<file path="src/hw/rtl/ddpc_pkg.sv">
// Shared constants and types for the two-wheel drive position and heading controller.
`timescale 1ns / 1ps
`default_nettype none
package ddpc_pkg;

  // Fixed-point formats
  localparam int FRAC_BITS = 16;
  localparam int PWR_SHIFT = FRAC_BITS - 2;
  localparam int PWR_ONE   = 16384;

  // Shared divider geometry
  localparam int DIV_NW  = 52;
  localparam int DIV_DW  = 32;
  localparam int DIV_CW  = $clog2(DIV_NW);

  // Build constants
  localparam int US_PER_S        = 1000000;
  localparam int DEG_WRAP        = 360;
  localparam int HALF_TURN       = 180;
  localparam int POS_TOL         = 16384;
  localparam int POS_SPEED_TOL   = 32768;
  localparam int ANG_TOL         = 2;
  localparam int ANG_SPEED_TOL   = 131072;
  localparam int TURN_RATE_LIMIT = 5898240;

  // Wheel speed over full speed is speed / 96: a 5-bit shift, then a reciprocal of 3
  // that is exact for shifted speeds below 2^19. Speeds at or above 32768 * 96 clamp.
  localparam int NORM_CLAMP = 3145728;
  localparam int NORM_RECIP = 174763;
  localparam int NORM_SHIFT = 19;

  // Whole degrees over 360 by reciprocal, exact for magnitudes up to 2^17.
  localparam int DEG_RECIP = 93207;
  localparam int DEG_SHIFT = 25;

  // Item kinds carried in tuser
  localparam logic ACT_SAMPLE = 1'b0;
  localparam logic ACT_TARGET = 1'b1;

  // Register indexes
  localparam logic [2:0] REG_FWD_ERR_GAIN = 3'd0;
  localparam logic [2:0] REG_FWD_SPD_GAIN = 3'd1;
  localparam logic [2:0] REG_ANG_ERR_GAIN = 3'd2;
  localparam logic [2:0] REG_ANG_SPD_GAIN = 3'd3;
  localparam logic [2:0] REG_CUR_LIMIT    = 3'd4;
  localparam logic [2:0] REG_BWD_LIMIT    = 3'd5;
  localparam logic [2:0] REG_MIN_POWER    = 3'd6;
  localparam logic [2:0] REG_TURN_LIMIT   = 3'd7;

  // Limits handed to each wheel limiter
  typedef struct packed {
    logic [14:0] cur_limit;
    logic [14:0] bwd_limit;
    logic [14:0] min_power;
  } lim_cfg_t;

endpackage
`default_nettype wire

</file>
<file path="src/hw/rtl/ddpc_divider.sv">
// Radix-2 restoring divider shared by all divisions of one control step.
`timescale 1ns / 1ps
`default_nettype none
module ddpc_divider (
  input  wire logic                        clk,
  input  wire logic                        rst_n,
  input  wire logic                        start,
  input  wire logic [ddpc_pkg::DIV_NW-1:0] num,
  input  wire logic [ddpc_pkg::DIV_DW-1:0] den,
  output logic      [ddpc_pkg::DIV_NW-1:0] quo,
  output logic                             done
);

  localparam int NW = ddpc_pkg::DIV_NW;
  localparam int DW = ddpc_pkg::DIV_DW;
  localparam int CW = ddpc_pkg::DIV_CW;

  logic [NW-1:0] quo_r;
  logic [DW-1:0] rem_r;
  logic [DW-1:0] den_r;
  logic [CW-1:0] cnt_r;
  logic          busy_r;
  logic          done_r;
  logic [DW:0]   trial;
  logic          ge;

  // One quotient bit per cycle: shift in the next dividend bit and try a subtract.
  assign trial = {rem_r, quo_r[NW-1]};
  assign ge    = (trial >= {1'b0, den_r});

  always_ff @(posedge clk) begin
    if (!rst_n) begin
      busy_r <= 1'b0;
      done_r <= 1'b0;
      cnt_r  <= '0;
    end else begin
      done_r <= 1'b0;
      if (start) begin
        busy_r <= 1'b1;
        cnt_r  <= '0;
        quo_r  <= num;
        rem_r  <= '0;
        den_r  <= den;
      end else if (busy_r) begin
        quo_r <= {quo_r[NW-2:0], ge};
        rem_r <= ge ? DW'(trial - {1'b0, den_r}) : trial[DW-1:0];
        if (cnt_r == CW'(NW - 1)) begin
          busy_r <= 1'b0;
          done_r <= 1'b1;
        end else begin
          cnt_r <= cnt_r + 1'b1;
        end
      end
    end
  end

  assign quo  = quo_r;
  assign done = done_r;

endmodule
`default_nettype wire

</file>
<file path="config.mk">
export PLATFORM = sky130hd
export DESIGN_NAME = ddpc_divider
export DESIGN_NICKNAME = d
export VERILOG_FILES = /design/src/hw/rtl/ddpc_pkg.sv /design/src/hw/rtl/ddpc_divider.sv
export SDC_FILE = /design/constraint.sdc
export NUM_CORES = 1
export LEC_CHECK = 0
export BUFFER_PORTS_ARGS = -buffer_cell sky130_fd_sc_hd__buf_2
export CAP_MARGIN = 5
export CORE_UTILIZATION = 36
export DETAILED_ROUTE_END_ITERATION = 6
export PLACE_DENSITY_LB_ADDON = 0.08
export SETUP_SLACK_MARGIN = 0.1
export SLEW_MARGIN = 5
export SYNTH_ARGS = -nofsm -noshare
export SYNTH_HDL_FRONTEND = slang
export SYNTH_SLANG_ARGS = --single-unit
</file>
<file path="constraint.sdc">
create_clock -name clk -period 7.9 [get_ports clk]
set_input_delay 0.395 -clock clk [delete_from_list [all_inputs] [get_ports clk]]
set_output_delay 0.395 -clock clk [all_outputs]
set_load 0.02 [all_outputs]
</file>
Yosys cells after proc, flatten, opt, wreduce, memory -nomap -nowiden. Cells that the tools add are included.

Register bits: 124. Word-level logic and storage cells: 27.

Add/subtract/negate cells: 2. $lt $le $gt $ge: 1. Equal/unequal tests: 1. Multiplexer cells: 8. Bitwise gates (word level): 3. Reductions and logical operators: 6.

Operators by type and width (count): $mux 52 (2); $mux 32 (2); $ge 33x32->1 (1); $sub 32x32->32 (1); $add 6x1->6 const B (1); $eq 6x6->1 const B (1); $reduce_and 2->1 (3); $mux 1 (4); $not 1->1 (3); $reduce_or 3->1 (1); $reduce_bool 2->1 (1); $reduce_or 2->1 (1).

Longest topological paths before layout.
Word-level depth: 4. Gate-level depth with buffers: 13. Depth with buffers taken out: 11.

Worst setup path after synthesis. No wires, ideal clock.

Path type: input-to-reg. Start: in start. End: reg quo_r[0], in the netlist quo[0] (enable). Setup time: 0.449 ns. Arrival: 2.910 ns. Path slack: 4.541 ns. Stages on the path: 3. Cells stage by stage: clkbuf_1 > clkbuf_1 > o21a_1.

Cells in the longest elaborated chain, start to end: 2.

RTL lines: from (decl) (line ddpc_divider.sv:7) `input wire logic start,`; $reduce_bool 2->1 (no source line); $reduce_and 2->1 (no source line); to (signal assigned) (line ddpc_divider.sv:41) `quo_r <= num;`; to (signal assigned) (line ddpc_divider.sv:45) `quo_r <= {quo_r[NW-2:0], ge};`; to (decl) (line ddpc_divider.sv:18) `logic [NW-1:0] quo_r;`.

Every way passes these cells. A chain may end at the register's enable or synchronous reset.

Worst setup path after layout.
Start: reg rem_r[23]. End: reg quo_r[0], in the netlist quo[0] (data pin).

Cells in the longest elaborated chain, start to end: 3.

RTL lines: from (decl) (line ddpc_divider.sv:19) `logic [DW-1:0] rem_r;`; from (signal assigned) (line ddpc_divider.sv:46) `rem_r <= ge ? DW'(trial - {1'b0, den_r}) : trial[DW-1:0];`; $ge 33x32->1 (line ddpc_divider.sv:29) `assign ge = (trial >= {1'b0, den_r});`; $mux 52 (line ddpc_divider.sv:44) `end else if (busy_r) begin`; $mux 52 (line ddpc_divider.sv:38) `if (start) begin`.

Every way passes these cells. The select of a mux whose other input is x is not followed.

==> flow_summary.toml <==
[status]
status = "finished clean"

[die]
boundaryPins = 140
core.rowCount = 50
coreArea_mm2 = 0.0188
dieHeight_um = 141
initial_core_util = 0.370
dieArea_mm2 = 0.0199
die_x_um = 141

[placement]
dpl_cell_area_mm2 = 0.00789
gp_congestion = 0.906
io_buffers = 139
dp_worst_setup_slack_ns = 3.81
dp.cells = 990
hpwl_mm = 12.0

[sta]
rsz0062_at_grt = "false"
hold_viol = 0
setup_viol = 0
min_period_ns = 4.06
fin_ws_ns = 3.84
slew_viol_final = 0
maxSlewHeadroom = 0.227
worst_pin_slew_ns = 1.16
fin_crit_sh = 0.514
max_freq_mhz = 246
tns_ns = 0
skew_ns = 0.0120

[route]
drt-initial-drc-count = 368
avgViaCountPerCell = 5.22
route.met3.wl_mm = 1.40
maxUsedRoutingLayer = "met5"
wl_per_cell_um = 17.0
vias = 5333
drtPass1Iterations = 5
drt-met1-wl_mm = 7.87
ant_nets = 0
routed-wl-met2_mm = 7.90
drc = 0
wl_mm = 17.4

[cts]
cts_sinks = 124
h-tree-depth = 4
postCtsResizedCells = 0
cts.path.max_buffers = 2
clk_latency_ns = 0.42
hold_buffers = 0
postCtsSetupBuffers = 0
cts_tree = "yes"
clk_pin_slew_ns = 0.07
cts_buffers = 17
clock-root-buffer = "clkbuf_16"

[synth]
synth_enable_flop_cells = 116
syn_inst = 618
synth_nets = 739
yosysWarnings = 0
synthArstFlopShare = 0
synth_flop_cell = "edfxtp_1"
synthTopCellsByArea = "edfxtp_1 (50%), mux2_2 (8.4%), ha_1 (5.9%)"
postSynthAreaPerCell_um2 = 11.3
synthesis.area_mm2 = 0.00697
ys_types = 61
yosysTopAreaCellShare = 0.500
yosysTopAreaCell = "edfxtp_1"
synth_seq_cells = 124
ys_seq_area_frac = 0.523

[global_routing]
antenna_found_initial = 1
grt_pass1_wl_mm = 28.3
grt_pass1_vias = 5490
grt_max_degree = 85
grt_usage = 0.183
grt.overflow.total = 0

[worst_setup_path]
worst_path_max_delay_cell = "or3_1"
arrival_ns = 4.23
cp_cell_sequence = "ha_1 > a2111oi_1 > o21a_1 > o31ai_2 > a31oi_2 > or3_1 > nand2_1 > mux2_2"
timing.critical_path.required_ns = 8.07
path_max_fanout = 25
max_stage_delay_ns = 0.85
cp-start-kind = "register"
cp-end-kind = "register"
worstSetupPathType = "reg -> reg"

[finish]
fin_cells = 1022
area_delta_synth_final_pct = 21.5
antennaDiodeCount = 0
fin_nets = 870
final_cell_area_mm2 = 0.00846
drive_gt1_frac = 0.308

[pwr]
leakagePower_nw = 3.43
vdd_ir_drop_max_uv = 129
pwr_density_cell_mw_per_mm2 = 240
power_w = 0.00203

[run]
maxCapViolations = 0

[min_path]
hold_class = "in -> reg"
## per-layer routing
layer / vias up / track usage
li1: 2603 / -
met1: 2540 / 0.233
met2: 175 / 0.288
met3: 13 / 0.0717
met4: 2 / 0.0498
met5: - / 0
## flip-flops by register name, indices dropped and copies added (netlist names)
| signal | count |
|---|---|
| busy_r | 1 |
| cnt_r | 6 |
| den_r | 32 |
| done | 1 |
| quo | 52 |
| rem_r | 32 |
## layout make-up
| class | count | area (µm²) |
|---|---|---|
| repair buffers | 142 | 718 |
| multi-input cells | 423 | 3050 |
| flip-flops and latches | 124 | 3640 |
| fillers | 1793 | 10400 |
| clock buffers | 17 | 425 |
| clock inverters | 15 | 145 |
| inverters | 41 | 154 |
| well taps | 260 | 325 |
## placed cells by master (no fill, tap or decap), types with 11 or more instances in the layout
| cell | count |
|---|---|
| buf_2 | 139 |
| edfxtp_1 | 116 |
| mux2_2 | 52 |
| a21oi_1 | 48 |
| inv_1 | 40 |
| nand3_1 | 35 |
| ha_1 | 33 |
| nor2_1 | 32 |
| nand2_1 | 29 |
| a21o_1 | 19 |
| o21ai_0 | 18 |
| clkbuf_16 | 17 |
| nor3_1 | 14 |
| xnor2_1 | 12 |
| xor2_1 | 12 |
| nand4_1 | 11 |
| inv_6 | 11 |
## final timing paths
kind                                               from                   to  slack, ns  cells past startpoint
worst min-delay path                            den[31]  den_r[31]$_DFFE_PP_       0.15                      1
worst max register to register  rem_r[23]$_SDFFCE_PP0P_     quo[0]$_DFFE_PP_       3.84                      8
worst max-delay path            rem_r[23]$_SDFFCE_PP0P_     quo[0]$_DFFE_PP_       3.84                      8
worst min register to register    cnt_r[5]$_SDFFE_PP0P_      done$_SDFF_PP0_       0.50                      2
## stage by stage
stage               utilization  hold slack (ns)
finish                    0.449            0.150
CTS                       0.449            0.131
floorplan                     -            0.450
detailed placement        0.419            0.489
global route              0.449            0.130
global placement          0.419            0.469
## power breakdown
| part | leakage (nW) | total, W | internal [W] | switching [W] |
|---|---|---|---|---|
| Sequential | 1.17 | 0.000808 | 0.000785 | 0.0000236 |
| Combinational | 1.98 | 0.000452 | 0.000184 | 0.000268 |
| Clock | 0.275 | 0.000770 | 0.000443 | 0.000328 |
## kinds of logic (layout without fill, tap and decap cells)
logic type	Yosys count	in the layout	synth area share
AO/OA/AOI/OAI	159	159	0.148
AND/OR/NAND/NOR	153	153	0.111
flip-flops	124	124	0.523
buffers and inverters	71	215	0.0402
multiplexers	53	53	0.0855
adder cells (fa/ha/maj)	34	34	0.0622
XOR/XNOR	24	24	0.0302
## cells in the mapped netlist, types with 2 or more instances
cell	number
dfxtp_1	8
o22ai_1	7
buf_1	5
nand4_1	11
nand2_1	29
and4_1	3
nand3_1	35
xor2_1	12
xnor2_1	12
o21bai_1	4
a21o_1	19
a21oi_1	48
a2111oi_0	2
buf_2	8
edfxtp_1	116
o31ai_1	4
inv_1	40
a211o_1	2
or3_1	5
o2111ai_1	2
a21boi_0	2
a21oi_2	2
nor2b_1	2
nor2_1	32
a221oi_1	2
nor4_1	2
a211oi_1	8
o21a_1	9
ha_1	33
a31oi_1	4
o211ai_1	7
o21ai_1	8
and3_1	4
nor3b_1	2
clkbuf_1	16
nand2b_1	2
mux2_2	52
and2_1	6
o21ai_0	18
nor3_1	14
## worst max-delay path: cells and delay by family (launching register included)
family	cells	cell delay, ns
compound gates	4	1.16
fa+ha+maj	1	0.41
flops	1	0.40
mux	1	0.44
simple gates	2	1.41
No activity file was read; power rests on OpenSTA's default activity.
