**src/hw/rtl/ddpc_pkg.sv**
```systemverilog
// Shared constants and types for the two-wheel drive position and heading controller.
`timescale 1ns / 1ps
`default_nettype none
package ddpc_pkg;

  // Fixed-point formats
  localparam int FRAC_BITS = 16;
  localparam int PWR_SHIFT = FRAC_BITS - 2;
  localparam int PWR_ONE   = 16384;

  // Shared divider geometry
  localparam int DIV_NW  = 52;
  localparam int DIV_DW  = 32;
  localparam int DIV_CW  = $clog2(DIV_NW);

  // Build constants
  localparam int US_PER_S        = 1000000;
  localparam int DEG_WRAP        = 360;
  localparam int HALF_TURN       = 180;
  localparam int POS_TOL         = 16384;
  localparam int POS_SPEED_TOL   = 32768;
  localparam int ANG_TOL         = 2;
  localparam int ANG_SPEED_TOL   = 131072;
  localparam int TURN_RATE_LIMIT = 5898240;

  // Wheel speed over full speed is speed / 96: a 5-bit shift, then a reciprocal of 3
  // that is exact for shifted speeds below 2^19. Speeds at or above 32768 * 96 clamp.
  localparam int NORM_CLAMP = 3145728;
  localparam int NORM_RECIP = 174763;
  localparam int NORM_SHIFT = 19;

  // Whole degrees over 360 by reciprocal, exact for magnitudes up to 2^17.
  localparam int DEG_RECIP = 93207;
  localparam int DEG_SHIFT = 25;

  // Item kinds carried in tuser
  localparam logic ACT_SAMPLE = 1'b0;
  localparam logic ACT_TARGET = 1'b1;

  // Register indexes
  localparam logic [2:0] REG_FWD_ERR_GAIN = 3'd0;
  localparam logic [2:0] REG_FWD_SPD_GAIN = 3'd1;
  localparam logic [2:0] REG_ANG_ERR_GAIN = 3'd2;
  localparam logic [2:0] REG_ANG_SPD_GAIN = 3'd3;
  localparam logic [2:0] REG_CUR_LIMIT    = 3'd4;
  localparam logic [2:0] REG_BWD_LIMIT    = 3'd5;
  localparam logic [2:0] REG_MIN_POWER    = 3'd6;
  localparam logic [2:0] REG_TURN_LIMIT   = 3'd7;

  // Limits handed to each wheel limiter
  typedef struct packed {
    logic [14:0] cur_limit;
    logic [14:0] bwd_limit;
    logic [14:0] min_power;
  } lim_cfg_t;

endpackage
`default_nettype wire

```
**src/hw/rtl/ddpc_limiter.sv**
```systemverilog
// Per-wheel current limiter, minimum-power floor and output saturation.
`timescale 1ns / 1ps
`default_nettype none
module ddpc_limiter (
  input  wire logic signed [15:0]     speed,
  input  wire logic signed [39:0]     power_in,
  input  wire ddpc_pkg::lim_cfg_t     cfg,
  output logic signed [15:0]          power_out
);

  logic signed [41:0] s, p, cl, bcl, mp, lim, flr;

  always_comb begin
    s   = 42'(speed);
    p   = 42'(power_in);
    cl  = $signed({27'd0, cfg.cur_limit});
    bcl = $signed({27'd0, cfg.bwd_limit});
    mp  = $signed({27'd0, cfg.min_power});

    // Limit the step above wheel speed, and the reverse drive against motion.
    if (p > 0 && s >= 0 && (p - s) > cl) begin
      lim = s + cl;
    end else if (p < 0 && s <= 0 && (s - p) > cl) begin
      lim = s - cl;
    end else if (p < 0 && s >= 0 && p < -bcl) begin
      lim = -bcl;
    end else if (p > 0 && s <= 0 && p > bcl) begin
      lim = bcl;
    end else begin
      lim = p;
    end

    // Raise small nonzero drives to the minimum magnitude.
    if (lim > 0 && lim < mp) begin
      flr = mp;
    end else if (lim < 0 && -lim < mp) begin
      flr = -mp;
    end else begin
      flr = lim;
    end

    if (flr > 42'sd32767) begin
      power_out = 16'sh7FFF;
    end else if (flr < -42'sd32768) begin
      power_out = 16'sh8000;
    end else begin
      power_out = flr[15:0];
    end
  end

endmodule
`default_nettype wire

```
**config.mk**
```make
export PLATFORM = sky130hd
export DESIGN_NAME = ddpc_limiter
export DESIGN_NICKNAME = d
export VERILOG_FILES = /design/src/hw/rtl/ddpc_pkg.sv /design/src/hw/rtl/ddpc_limiter.sv
export SDC_FILE = /design/constraint.sdc
export NUM_CORES = 1
export LEC_CHECK = 0
export BUFFER_PORTS_ARGS = -buffer_cell sky130_fd_sc_hd__buf_2
export CAP_MARGIN = 10
export CORE_MARGIN = 4
export CORE_UTILIZATION = 31
export DETAILED_ROUTE_END_ITERATION = 6
export SYNTH_ARGS = -nofsm -noshare
export SYNTH_HDL_FRONTEND = slang
export SYNTH_SLANG_ARGS = --single-unit
```
**constraint.sdc**
```tcl
create_clock -name vclk -period 19
set_input_delay 3.8 -clock vclk [all_inputs]
set_output_delay 3.8 -clock vclk [all_outputs]
set_load 0.05 [all_outputs]
```
Word level (Yosys, flattened, before mapping)
Cells that the tools add are included.
{ "op_classes": {"add_sub_neg": 7, "multipliers": 0, "div_mod_pow": 0, "n_lt_le_gt_ge": 14, "n_eq_ne": 0, "shift": 0, "muxes": 8, "bitwise": 0, "n_reduce_logical": 10} }
{ "op_table": {"columns": ["operator", "count"], "rows": [
  ["2-to-1 mux 42 bit", 6],
  ["less-than comparator 42 x 16 -> 1 bit", 2],
  ["negator 15 -> 42 bit", 2],
  ["> comparator 41 x 16 -> 1 bit", 2],
  ["> comparator 42 x 1 -> 1 bit (second input constant)", 1],
  ["> comparator 42 x 16 -> 1 bit (second input constant)", 1],
  ["less-than comparator 40 x 42 -> 1 bit", 1],
  ["less-than comparator 42 x 1 -> 1 bit (second input constant)", 1],
  ["less-than comparator 42 x 16 -> 1 bit (second input constant)", 1],
  ["negator 42 bit", 1],
  ["subtractor 16 x 40 -> 41 bit", 1],
  ["subtractor 40 x 16 -> 41 bit", 1],
  ["> comparator 40 x 1 -> 1 bit (second input constant)", 1],
  ["> comparator 40 x 16 -> 1 bit", 1],
  ["less-than comparator 40 x 1 -> 1 bit (second input constant)", 1],
  ["2-to-1 mux 16 bit", 2],
  ["adder 16 x 16 -> 17 bit", 1],
  ["subtractor 16 x 16 -> 17 bit", 1],
  [">= comparator 16 x 1 -> 1 bit (second input constant)", 1],
  ["less-or-equal comparator 16 x 1 -> 1 bit (second input constant)", 1],
  ["logical AND 1 bit", 10]
]} }
{ "totals": {"regBits": 0, "latchBits": 0, "ramBits": 0, "romBits": 0, "input_bits": 101, "out_inout_bits": 16, "word_cells": 39, "mem_count": 0} }

Longest topological paths before layout
{ "depth": {"word_depth": 15, "mapped_depth": 53, "ltp_nobuf": 48} }

Worst setup path after synthesis
OpenSTA, ideal clock, no wires.
{ "synth_timing": {"path_type": "input to output", "start": "input cfg[16] in the netlist's numbering", "end": "output power_out[10]", "t_arrival_ns": 13.603, "required_ns": 15.200, "setup_slack_ns": 1.597, "stages": 39, "path_cell_list": "nor3_1 -> nand4_1 -> nor3_1 -> nand2_1 -> nor4_1 -> ha_1 -> a211o_1 -> a21oi_1 -> o21ai_0 -> o221ai_1 -> o41ai_1 -> a2111oi_0 -> a2111oi_0 -> nor3_1 -> clkbuf_1 -> mux2i_1 -> nand3_1 -> nand2_1 -> [... 3 more ...] -> nand2_1 -> or3_1 -> or4_1 -> xnor2_1 -> ha_1 -> and3_1 -> nand3_1 -> o21ai_0 -> or2_2 -> o211ai_1 -> nand3_1 -> o211a_1 -> a2111oi_4 -> nand4b_4 -> nor2_8 -> mux2i_2 -> buf_6 -> o31ai_1"} }
{ "synth_between": {"elab_chain_len": 14} }
{ "synth_lines": {"columns": ["element", "line", "source"], "rows": [
  ["from (decl)", "ddpc_limiter.sv:7", "input wire ddpc_pkg::lim_cfg_t cfg,"],
  ["negator 15 -> 42 bit or > comparator 40 x 16 -> 1 bit (tied branches)", "ddpc_limiter.sv:25, ddpc_limiter.sv:26, ddpc_limiter.sv:27", null],
  ["less-than comparator 40 x 42 -> 1 bit or logical AND 1 bit (tied branches)", "ddpc_limiter.sv:25, ddpc_limiter.sv:27", null],
  ["logical AND 1 bit or 2-to-1 mux 42 bit (tied branches)", "ddpc_limiter.sv:25, ddpc_limiter.sv:27", null],
  ["2-to-1 mux 42 bit (*)", "ddpc_limiter.sv:25", "end else if (p < 0 && s >= 0 && p < -bcl) begin"],
  ["2-to-1 mux 42 bit (*)", "ddpc_limiter.sv:23", "end else if (p < 0 && s <= 0 && (s - p) > cl) begin"],
  ["2-to-1 mux 42 bit (*)", "ddpc_limiter.sv:21", "if (p > 0 && s >= 0 && (p - s) > cl) begin"],
  ["negator 42 bit", "ddpc_limiter.sv:36", "end else if (lim < 0 && -lim < mp) begin"],
  ["less-than comparator 42 x 16 -> 1 bit", "ddpc_limiter.sv:36", null],
  ["logical AND 1 bit", "ddpc_limiter.sv:36", null],
  ["2-to-1 mux 42 bit", "ddpc_limiter.sv:36", null],
  ["2-to-1 mux 42 bit (*)", "ddpc_limiter.sv:34", "if (lim > 0 && lim < mp) begin"],
  ["less-than comparator 42 x 16 -> 1 bit", "ddpc_limiter.sv:44", "end else if (flr < -42'sd32768) begin"],
  ["2-to-1 mux 16 bit", "ddpc_limiter.sv:44", null],
  ["2-to-1 mux 16 bit (*)", "ddpc_limiter.sv:42", "if (flr > 42'sd32767) begin"],
  ["to (decl)", "ddpc_limiter.sv:8", "output logic signed [15:0] power_out"]
]} }
Mark *: on every way between the ends. The rest lies on a longest branch, timed or not.

Worst setup path after layout
{ "layout_timing": {"start": "input cfg[17] in the netlist's numbering", "end": "output power_out[0]"} }
Same word-level chain as after synthesis.

==> impl_summary.log <==
INFO  metric cts_hold_buf = 0
INFO  metric type_of_the_tightest_min_delay_check = in2out
INFO  metric worst_setup_path_class = in2out
INFO  metric detail_route.wirelength = ~62,000 um
INFO  metric nets = ~2,300
INFO  metric synth_cell_types = 100
INFO  metric crit_path_max_incr_delay = 0.62 ns
INFO  metric worst_setup_slack_final = between 0.7 and 0.8 ns
INFO  metric netlist_area = 12,900 um^2
INFO  metric layout.cells.non_filler = roughly 2,500
INFO  metric sequential_share_of_the_synthesized_area = 0%
INFO  metric timing.hold.worst_endpoint = power_out[10]
INFO  metric die_outline_area = between 40,000 and 50,000 um^2
INFO  metric fin_tns_setup = 0 ns
INFO  metric placement.setup.worst_slack = roughly 0.37 ns
INFO  metric groute.usage.overall = between 20% and 30%
INFO  metric final_max_slew_viol_count = 0
INFO  metric synthMuxAreaShare = around 1.7%
INFO  metric wire_length_of_the_first_global_routing_pass = 92,100 um
INFO  metric max-slew-margin-rel = between 20 and 30%
INFO  metric dieHeight = 212 um
INFO  metric antenna_found_initial = 4
INFO  metric seq_area = 0 um^2
INFO  metric peak_fanout_along_the_critical_path = 10
INFO  metric grt_setup_unrepaired = false
INFO  metric p_total = between 500 and 600 uW
INFO  metric clock_buffers = 0
INFO  metric finalSetupViolCount = 0
INFO  metric sequential_cell_count_of_the_final_layout = 0
INFO  metric pin_count_of_the_biggest_net_entering_global_routing = 45
INFO  metric routed_wire_length_per_instance = 24.5 um
INFO  metric synthCells = between 1,500 and 2,000
INFO  metric port_bufs = around 120
INFO  metric hold_viol_final = 0
INFO  metric syn-mean-instance-area = ~6.7 um^2
INFO  metric multi_input_area = roughly 12,000 um^2
INFO  metric run_status = finished clean
INFO  metric critPathSlowestCell = sky130_fd_sc_hd__a2111oi_0
INFO  metric final.min_clock_period = 18.26 ns
INFO  metric synthToLayoutAreaGrowth = 8.76%
INFO  metric power_density = between 30 and 40 nW/um^2
INFO  metric drtAntennaViolNets = 0
INFO  metric min_from = cfg[10]
INFO  metric post_synth_xor_area_fraction = under 10%
INFO  metric critical_path.startpoint_type = input pin
INFO  metric num-fill-cells = 4,509
INFO  metric p_leak = 0.00621 uW
INFO  metric die_w = roughly 210 um
INFO  metric synth_simple_gate_area_share = a little over a quarter
INFO  metric mappedNetlistNets = 2,256
INFO  metric dp.final_hpwl = ~52,000 um
INFO  metric dr_total_vias = 16,200
INFO  metric design.portCount = 117
INFO  metric final.period_utilization = a little over nine tenths
INFO  metric detail_route.vias_per_cell = around 6.4
INFO  metric detailedRoute.firstPassIterationCount = 6
INFO  metric synth_compound_area_share = about 37%
INFO  metric critical_path.endpoint_type = output port
INFO  metric core-area = roughly 41,000 um^2
INFO  metric cap_viol_max_count = 0
INFO  metric dominant_combinational_cell_family_by_area_after_synthesis = compound AO/OA/AOI/OAI gates
INFO  metric worst_slew_pin_slew = about 1.1 ns
INFO  metric initial_utilization = roughly a third
INFO  metric worstPathArrival = ~14 ns
INFO  metric gp_congestion = a little over 1
INFO  metric placed_cells = 2,521
INFO  metric synthAdderAreaFrac = a little under a quarter
INFO  metric synth_warnings = 0
INFO  metric hold-path-cell-count = 4
INFO  metric drc_errors = 0
INFO  metric crit_required = 15.20 ns
INFO  metric first_global_vias = roughly 15,000
INFO  metric share_of_final_layout_standard_cells_stronger_than_drive_strength_1 = 11.3%
INFO  metric num_rows = 74
INFO  metric clock.fmax = 0.0548 GHz
INFO  metric drt-initial-drc-count = 1,969
INFO  metric globalRoute.totalOverflow = 0
INFO  metric peakVddDrop = roughly 0.000015 V
[timing repair]
action                     4_1_cts  5_1_grt
setup endpoints to repair        0       15
buffers inserted                 0        0
resized for setup                0        3
[layout by cell type (no fill, tap or decap), drive strengths merged, types with 9 or more instances in the layout]
| cell | instances |
|---|---|
| or2 | 11 |
| a21oi | 225 |
| nor2 | 132 |
| o211ai | 20 |
| o221ai | 12 |
| o22ai | 17 |
| or3 | 30 |
| and2 | 9 |
| inv | 150 |
| a21o | 47 |
| nor3 | 64 |
| and4 | 10 |
| a211oi | 26 |
| nand3 | 55 |
| o41ai | 9 |
| ha | 228 |
| a31oi | 20 |
| nand2 | 135 |
| o21bai | 16 |
| o21ai | 153 |
| nand2b | 21 |
| xor2 | 23 |
| xnor2 | 40 |
| a2111oi | 16 |
| nand4 | 71 |
| o21a | 35 |
| and3 | 15 |
| nor2b | 19 |
| buf | 155 |
| nor4 | 50 |
| o31ai | 21 |
| a221oi | 11 |
| mux2i | 12 |
[cells in the mapped netlist, types with 16 or more instances]
cell	instances	area, um^2
sky130_fd_sc_hd__nor4_1	43	269
sky130_fd_sc_hd__a21oi_1	222	1110
sky130_fd_sc_hd__ha_1	228	2850
sky130_fd_sc_hd__o21ai_0	125	626
sky130_fd_sc_hd__nor2b_1	19	119
sky130_fd_sc_hd__nand3_1	54	270
sky130_fd_sc_hd__nand2_1	135	507
sky130_fd_sc_hd__o21ai_1	28	140
sky130_fd_sc_hd__o22ai_1	16	100
sky130_fd_sc_hd__a31oi_1	20	125
sky130_fd_sc_hd__nand4_1	69	432
sky130_fd_sc_hd__inv_1	150	563
sky130_fd_sc_hd__o21bai_1	16	120
sky130_fd_sc_hd__buf_2	39	195
sky130_fd_sc_hd__a21o_1	47	353
sky130_fd_sc_hd__o211ai_1	19	143
sky130_fd_sc_hd__xor2_1	23	201
sky130_fd_sc_hd__nand2b_1	21	131
sky130_fd_sc_hd__o31ai_1	18	135
sky130_fd_sc_hd__o21a_1	35	263
sky130_fd_sc_hd__xnor2_1	40	350
sky130_fd_sc_hd__nor3_1	60	300
sky130_fd_sc_hd__clkbuf_1	36	135
sky130_fd_sc_hd__nor2_1	131	492
sky130_fd_sc_hd__or3_1	30	188
sky130_fd_sc_hd__a211oi_1	26	195
[metal layers]
layer / track usage [%] / part of all wire [%]
met2: 40.3 / 43
met3: 3.63 / 8.7
met5: 0 / 0.052
met4: 5.38 / 2.5
met1: 38.1 / 46
[through the flow]
| stage | hold WS, ns | utilization [%] | area, um^2 |
|---|---|---|---|
| floorplan | 8.00 | - | 12900 |
| global placement | 8.08 | 34.2 | 14000 |
| global route | 8.12 | 34.3 | 14100 |
| finish | 8.09 | 34.3 | 14100 |
| CTS | 8.09 | 34.2 | 14000 |
| detailed placement | 8.09 | 34.2 | 14000 |
[worst max-delay path, delay by kind of cell]
family                     cells  cell delay [ns]
xor gates and xnor gates       1             0.14
muxes                          2             0.85
buffers and inverters          3             0.60
adders and majority gates      3             0.89
AOI/OAI and AO/OA             15             3.03
and+or+nand+nor               16             5.12
[layout make-up]
| cell class | instances | share of cell area (%) |
|---|---|---|
| Multi-Input combinational cell | 1683 | 84.9 |
| Inverter | 151 | 4.03 |
| Tap cell | 532 | 4.73 |
| Antenna cell | 1 | 0.0178 |
| Timing Repair Buffer | 157 | 6.28 |
[worst max-delay path by stage]
stage | slack, ns | to | from
2_1_floorplan | 1.60 | power_out[10] | cfg[16]
3_3_place_gp | 0.35 | power_out[0] | cfg[17]
3_5_place_dp | 0.37 | power_out[0] | cfg[17]
4_1_cts | 0.35 | power_out[0] | cfg[17]
5_1_grt | 0.15 | power_out[3] | cfg[17]
6_report | 0.74 | power_out[0] | cfg[17]
[logic make-up after synthesis]
kind of cell / count (synthesis)
adder cells (fa/ha/maj): 232
multiplexers: 20
XOR/XNOR: 63
AND/OR/NAND/NOR: 648
AO/OA/AOI/OAI: 720
buffers and inverters: 240
[power by group]
part | total, uW | switching, uW | internal, uW
Combinational | 518 | 342 | 176
Sequential | 0 | 0 | 0
Clock | 0.00000708 | 0 | 0.00000708
(Power assumes the default switching activity.)
